### config.mk
export PLATFORM = sky130hd
export DESIGN_NAME = amst_stack
export DESIGN_NICKNAME = d
export VERILOG_FILES = /design/src/rtl/amst_pkg.sv /design/src/rtl/amst_stack.sv
export SDC_FILE = /design/constraint.sdc
export NUM_CORES = 2
export LEC_CHECK = 0
export ABC_AREA = 1
export BUFFER_PORTS_ARGS = -buffer_cell sky130_fd_sc_hd__buf_4
export CAP_MARGIN = 20
export CORE_ASPECT_RATIO = 1.4
export CORE_UTILIZATION = 40
export DETAILED_ROUTE_END_ITERATION = 8
export SLEW_MARGIN = 20
export SYNTH_ARGS = -nofsm -noshare
export SYNTH_HDL_FRONTEND = slang
export SYNTH_SLANG_ARGS = --single-unit
### constraint.sdc
create_clock -name clk -period 19.1 [get_ports clk]
set_input_delay 3.82 -clock clk [delete_from_list [all_inputs] [get_ports clk]]
set_output_delay 3.82 -clock clk [all_outputs]
set_load 0.02 [all_outputs]
### src/rtl/amst_pkg.sv
`timescale 1ns / 1ps

package amst_pkg;

  localparam int STACK_DEPTH = 16;
  localparam int FRAC_BITS   = 16;

  localparam int ELEM_W  = 32;
  localparam int CMD_W   = 3;
  localparam int STAT_W  = 2;
  localparam int LEVEL_W = $clog2(STACK_DEPTH + 1);
  localparam int PTR_W   = (STACK_DEPTH > 1) ? $clog2(STACK_DEPTH) : 1;

  // exact product width and the width of the rounded sum of two products
  localparam int PROD_W = 2 * ELEM_W;
  localparam int SUM_W  = PROD_W + 2;

  localparam logic [CMD_W-1:0] CMD_PUSH   = 3'd0;
  localparam logic [CMD_W-1:0] CMD_POP    = 3'd1;
  localparam logic [CMD_W-1:0] CMD_SET    = 3'd2;
  localparam logic [CMD_W-1:0] CMD_APPEND = 3'd3;
  localparam logic [CMD_W-1:0] CMD_GET    = 3'd4;

  localparam logic [STAT_W-1:0] ST_OK       = 2'd0;
  localparam logic [STAT_W-1:0] ST_OVERFLOW = 2'd1;
  localparam logic [STAT_W-1:0] ST_UNDERFLW = 2'd2;
  localparam logic [STAT_W-1:0] ST_SAT      = 2'd3;

  localparam logic [LEVEL_W-1:0] LEVEL_FULL = LEVEL_W'(STACK_DEPTH);

  localparam logic signed [ELEM_W-1:0] FX_ONE  = ELEM_W'(1) << FRAC_BITS;
  localparam logic signed [ELEM_W-1:0] FX_ZERO = '0;

  typedef logic signed [ELEM_W-1:0] elem_t;

  typedef struct packed {
    elem_t a;
    elem_t b;
    elem_t c;
    elem_t d;
    elem_t tx;
    elem_t ty;
  } mat_t;

  localparam mat_t MAT_IDENTITY = '{a: FX_ONE, b: FX_ZERO, c: FX_ZERO, d: FX_ONE,
                                    tx: FX_ZERO, ty: FX_ZERO};

endpackage

### src/rtl/amst_stack.sv
`timescale 1ns / 1ps

// saved matrices, one register row per level
module amst_stack (
  input  logic                       clk,
  input  logic                       wr_en,
  input  logic [amst_pkg::PTR_W-1:0] wr_idx,
  input  amst_pkg::mat_t             wr_data,
  input  logic [amst_pkg::PTR_W-1:0] rd_idx,
  output amst_pkg::mat_t             rd_data
);

  amst_pkg::mat_t rows [amst_pkg::STACK_DEPTH];

  always_ff @(posedge clk) begin
    if (wr_en) begin
      rows[wr_idx] <= wr_data;
    end
  end

  assign rd_data = rows[rd_idx];

endmodule

# Word level (Yosys, flattened, before mapping)

Memory sizes are Yosys's and may differ from the RTL's.
Cells that the tools add are included.

Register bits: 0
Latch bits: 0
Memory bits (writable): 3,072
Bits in read-only memories: 0
Bits of input ports: 202
Output and inout bits: 192
Logic and storage cells: 3
Memories: 1

Memory list:

| name | depth | bits a word | read ports | clocked after Yosys merged registers in | write ports | line             | RTL |
|---|---|---|---|---|---|---|---|
| rows | 16    | 192         | 1          | 0                                       | 1           | amst_stack.sv:13 | `amst_pkg::mat_t rows [amst_pkg::STACK_DEPTH];` |

Add/subtract/negate cells: 0
Multipliers: 0
Divide/modulo/power cells: 0
Magnitude comparators: 0
Eq/ne operators: 0
Shift-type cells: 0
Muxes and demuxes: 2
Bitwise operators: 0
Reductions and logical operators: 0

Operators with widths:

| operator | number |
|---|---|
| $mux 1   | 2 |

# Logic depth before layout (Yosys ltp)

Depth after elaboration: 2
Gate-level depth with buffers: 11
Depth with buffers taken out: 7

# Worst setup path after synthesis

No wires, ideal clock.

Kind: input -> register
Start point: input port wr_idx[2] in the netlist's numbering
End point: memory rows[10][0] in the netlist's numbering, enable pin
Setup time: 0.748 ns
Arrival time: 11.996 ns
Setup slack: 6.356 ns
Stages on the path: 2
Path buffers: 0
Cells stage by stage: nand3b_1 nor2_1

RTL lines:

| what            | line             | RTL |
|---|---|---|
| start, declared | amst_stack.sv:7  | `input logic [amst_pkg::PTR_W-1:0] wr_idx,` |
| end, declared   | amst_stack.sv:13 |  |

No word-level cell before the write port.

==> flow_metrics.env <==
export IMPL_status="finished clean"
export IMPL_design_area_sq_um=144000
export IMPL_regMostFlops="rows"
export IMPL_drtIter0Drc=7079
export IMPL_cap_viol_max_count=0
export IMPL_use_met2_pct=36.9
export IMPL_pin_count=394
export IMPL_synth_cell_type_count=17
export IMPL_gp_congestion=0.751
export IMPL_cts_clk_slew_worst_paths_ns=0.07
export IMPL_grt_max_degree=204
export IMPL_syn_nets=11700
export IMPL_rsz0062_at_grt="false"
export IMPL_drc=0
export IMPL_holdCritStartpoint="wr_data[185]"
export IMPL_ctsLongestPathBuffers=4
export IMPL_port_buffers=393
export IMPL_fp_dieW_um=480
export IMPL_yosysWarnings=0
export IMPL_final_nets=11900
export IMPL_setup_tns_ns=0
export IMPL_critPathMaxFanout=148
export IMPL_postCtsSetupBuffers=0
export IMPL_reg_largest_list="rows: 3072 flops"
export IMPL_cts_tree="done"
export IMPL_grt_pass1_wl_mm=511
export IMPL_hold_viol=0
export IMPL_cts_buffers=307
export IMPL_synthTopCellsByArea="edfxtp_1 (72%), nand2_1 (12%), nand3_1 (8.6%)"
export IMPL_initial_core_util_pct=40.2
export IMPL_static_leakage_power_nw=57.3
export IMPL_arrival_ns=8.76
export IMPL_p_per_area_nw_per_um2=101
export IMPL_track_usage_pct=21.1
export IMPL_avgSynthCellArea_sq_um=11.1
export IMPL_syn_area_sq_um=128000
export IMPL_ir_drop_uv=90.4
export IMPL_hp_class="input pin to register"
export IMPL_dieHeight_um=671
export IMPL_num_rows=245
export IMPL_whs_ns=3.22
export IMPL_crit_type="input pin to output pin"
export IMPL_timing_fmax_ghz=0.0795
export IMPL_placed_cell_area_sq_um=134000
export IMPL_grt_busiest_layer="met2"
export IMPL_dieArea_sq_um=322000
export IMPL_cts_hold_buf=0
export IMPL_hpwl_mm=166
export IMPL_maxSlewViolCount=0
export IMPL_crit_end="rd_data[39]"
export IMPL_finalCritPeriodShare_pct=65.8
export IMPL_critPathLaunch="rd_idx[0]"
export IMPL_layout_common_cells="nand2_1 (4210), edfxtp_1 (3072), nand3_1 (2200)"
export IMPL_synth_area_leader_cell="edfxtp_1"
export IMPL_wl_per_cell_um=21.4
export IMPL_synth_yosys_seq_area_share_pct=72.2
export IMPL_grt_pass1_vias=79400
export IMPL_viasPerCell=5.10
export IMPL_required_ns=15.28
export IMPL_drtPass1Iterations=6
export IMPL_largest_reg_flops=3072
export IMPL_final_common_cell="nand2_1"
export IMPL_met3_usage_pct=2.82
export IMPL_ys_seq_elements=3072
export IMPL_htree_levels=5
export IMPL_cp_end_kind="output pin"
export IMPL_antenna_found_initial=36
export IMPL_start_kind="input pin"
export IMPL_vias=82300
export IMPL_overflow=0
export IMPL_slew_headroom_pct=21.8
export IMPL_final_antenna_net_count=0
export IMPL_clkSinkCount=3072
export IMPL_worst_slew_pin_slew_ns=1.17
export IMPL_wirelength_mm=346
export IMPL_netlist_instances=11500
export IMPL_synth_top_area_share_pct=72.2
export IMPL_drive_above_1_share_pct=8.41
export IMPL_fin_crit_ns=12.58
export IMPL_met1_usage_pct=27.2
export IMPL_areaGrowthSynthToFinish_pct=12.5
export IMPL_finalSetupViolCount=0
export IMPL_coreArea_sq_um=318000
export IMPL_ctsResizeCount=0
export IMPL_ctsRootBufferMaster="clkbuf_16"
## power by group
| part | total, W | switching, W | internal [W] |
|---|---|---|---|
| Sequential | 0.00758 | 0.0000276 | 0.00756 |
| Clock | 0.00590 | 0.00254 | 0.00336 |
| Combinational | 0.000997 | 0.000721 | 0.000276 |
| Total | 0.0145 | 0.00329 | 0.0112 |
## critical path, stage by stage
cell     delay (ns)
buf_12         0.39
buf_4          0.74
buf_4          0.85
buf_4          0.95
buf_4          0.94
nand2_1        0.12
nand3_1        0.12
nand3_1        0.11
nand3_1        0.12
nand2_1        0.14
buf_4          0.19
## stage by stage
step / total power (W) / instances / utilization (%) / setup WS [ns]
2_1_floorplan: 0.00833 / 11500 / - / 6.36
3_3_place_gp: 0.00872 / 15600 / 42.2 / 6.45
3_5_place_dp: 0.00873 / 15600 / 42.2 / 6.44
4_1_cts: 0.0146 / 16100 / 45.2 / 6.42
5_1_grt: 0.0149 / 16100 / 45.2 / 6.05
6_report: 0.0145 / 16100 / 45.2 / 6.52
## cells by family after synthesis
kind of cell | after synthesis | share of synthesized area [%]
flip-flops | 3072 | 72.2
buffers and inverters | 1950 | 6.53
AND/OR/NAND/NOR | 6466 | 21.2
## area by class of cell
cell class	count	area (sq um)
timing repair buffer	533	4290
clock buffer	373	8100
antenna	16	40.0
fill	28800	174000
tap	4199	5250
multi-input combinational	6466	27200
clock inverter	154	1510
sequential	3072	92200
inverter	1311	4960
## synthesized netlist by cell type
| library cell | count |
|---|---|
| inv_1 | 1308 |
| clkbuf_4 | 2 |
| inv_2 | 1 |
| buf_2 | 390 |
| nand3_1 | 2200 |
| edfxtp_1 | 3072 |
| nand3b_1 | 2 |
| clkbuf_1 | 113 |
| buf_6 | 33 |
| nand2_1 | 4210 |
| inv_4 | 1 |
| nor2_1 | 17 |
| clkbuf_2 | 1 |
| clkinv_1 | 1 |
| or2_2 | 37 |
| buf_4 | 71 |
| buf_1 | 29 |
## layer usage
layer | up-vias | share of wire [%] | wire (um)
met1 | 40700 | 42 | 144000
met4 | 26 | 2.9 | 10200
li1 | 38600 | - | -
met2 | 2326 | 50 | 173000
met5 | - | 0.049 | 169
met3 | 578 | 5.5 | 18900
## worst min-delay path by stage
stage / endpoint / slack (ns) / cells past startpoint
after floorplan: rows[0][0]$_DFFE_PP_ / 3.92 / 0
after global placement: rows[12][141]$_DFFE_PP_ / 4.11 / 1
after detailed placement: rows[13][121]$_DFFE_PP_ / 4.12 / 1
after CTS: rows[8][185]$_DFFE_PP_ / 3.13 / 1
after global routing: rows[1][185]$_DFFE_PP_ / 3.18 / 1
final: rows[8][185]$_DFFE_PP_ / 3.22 / 1
No activity file was read; power rests on OpenSTA's default activity.
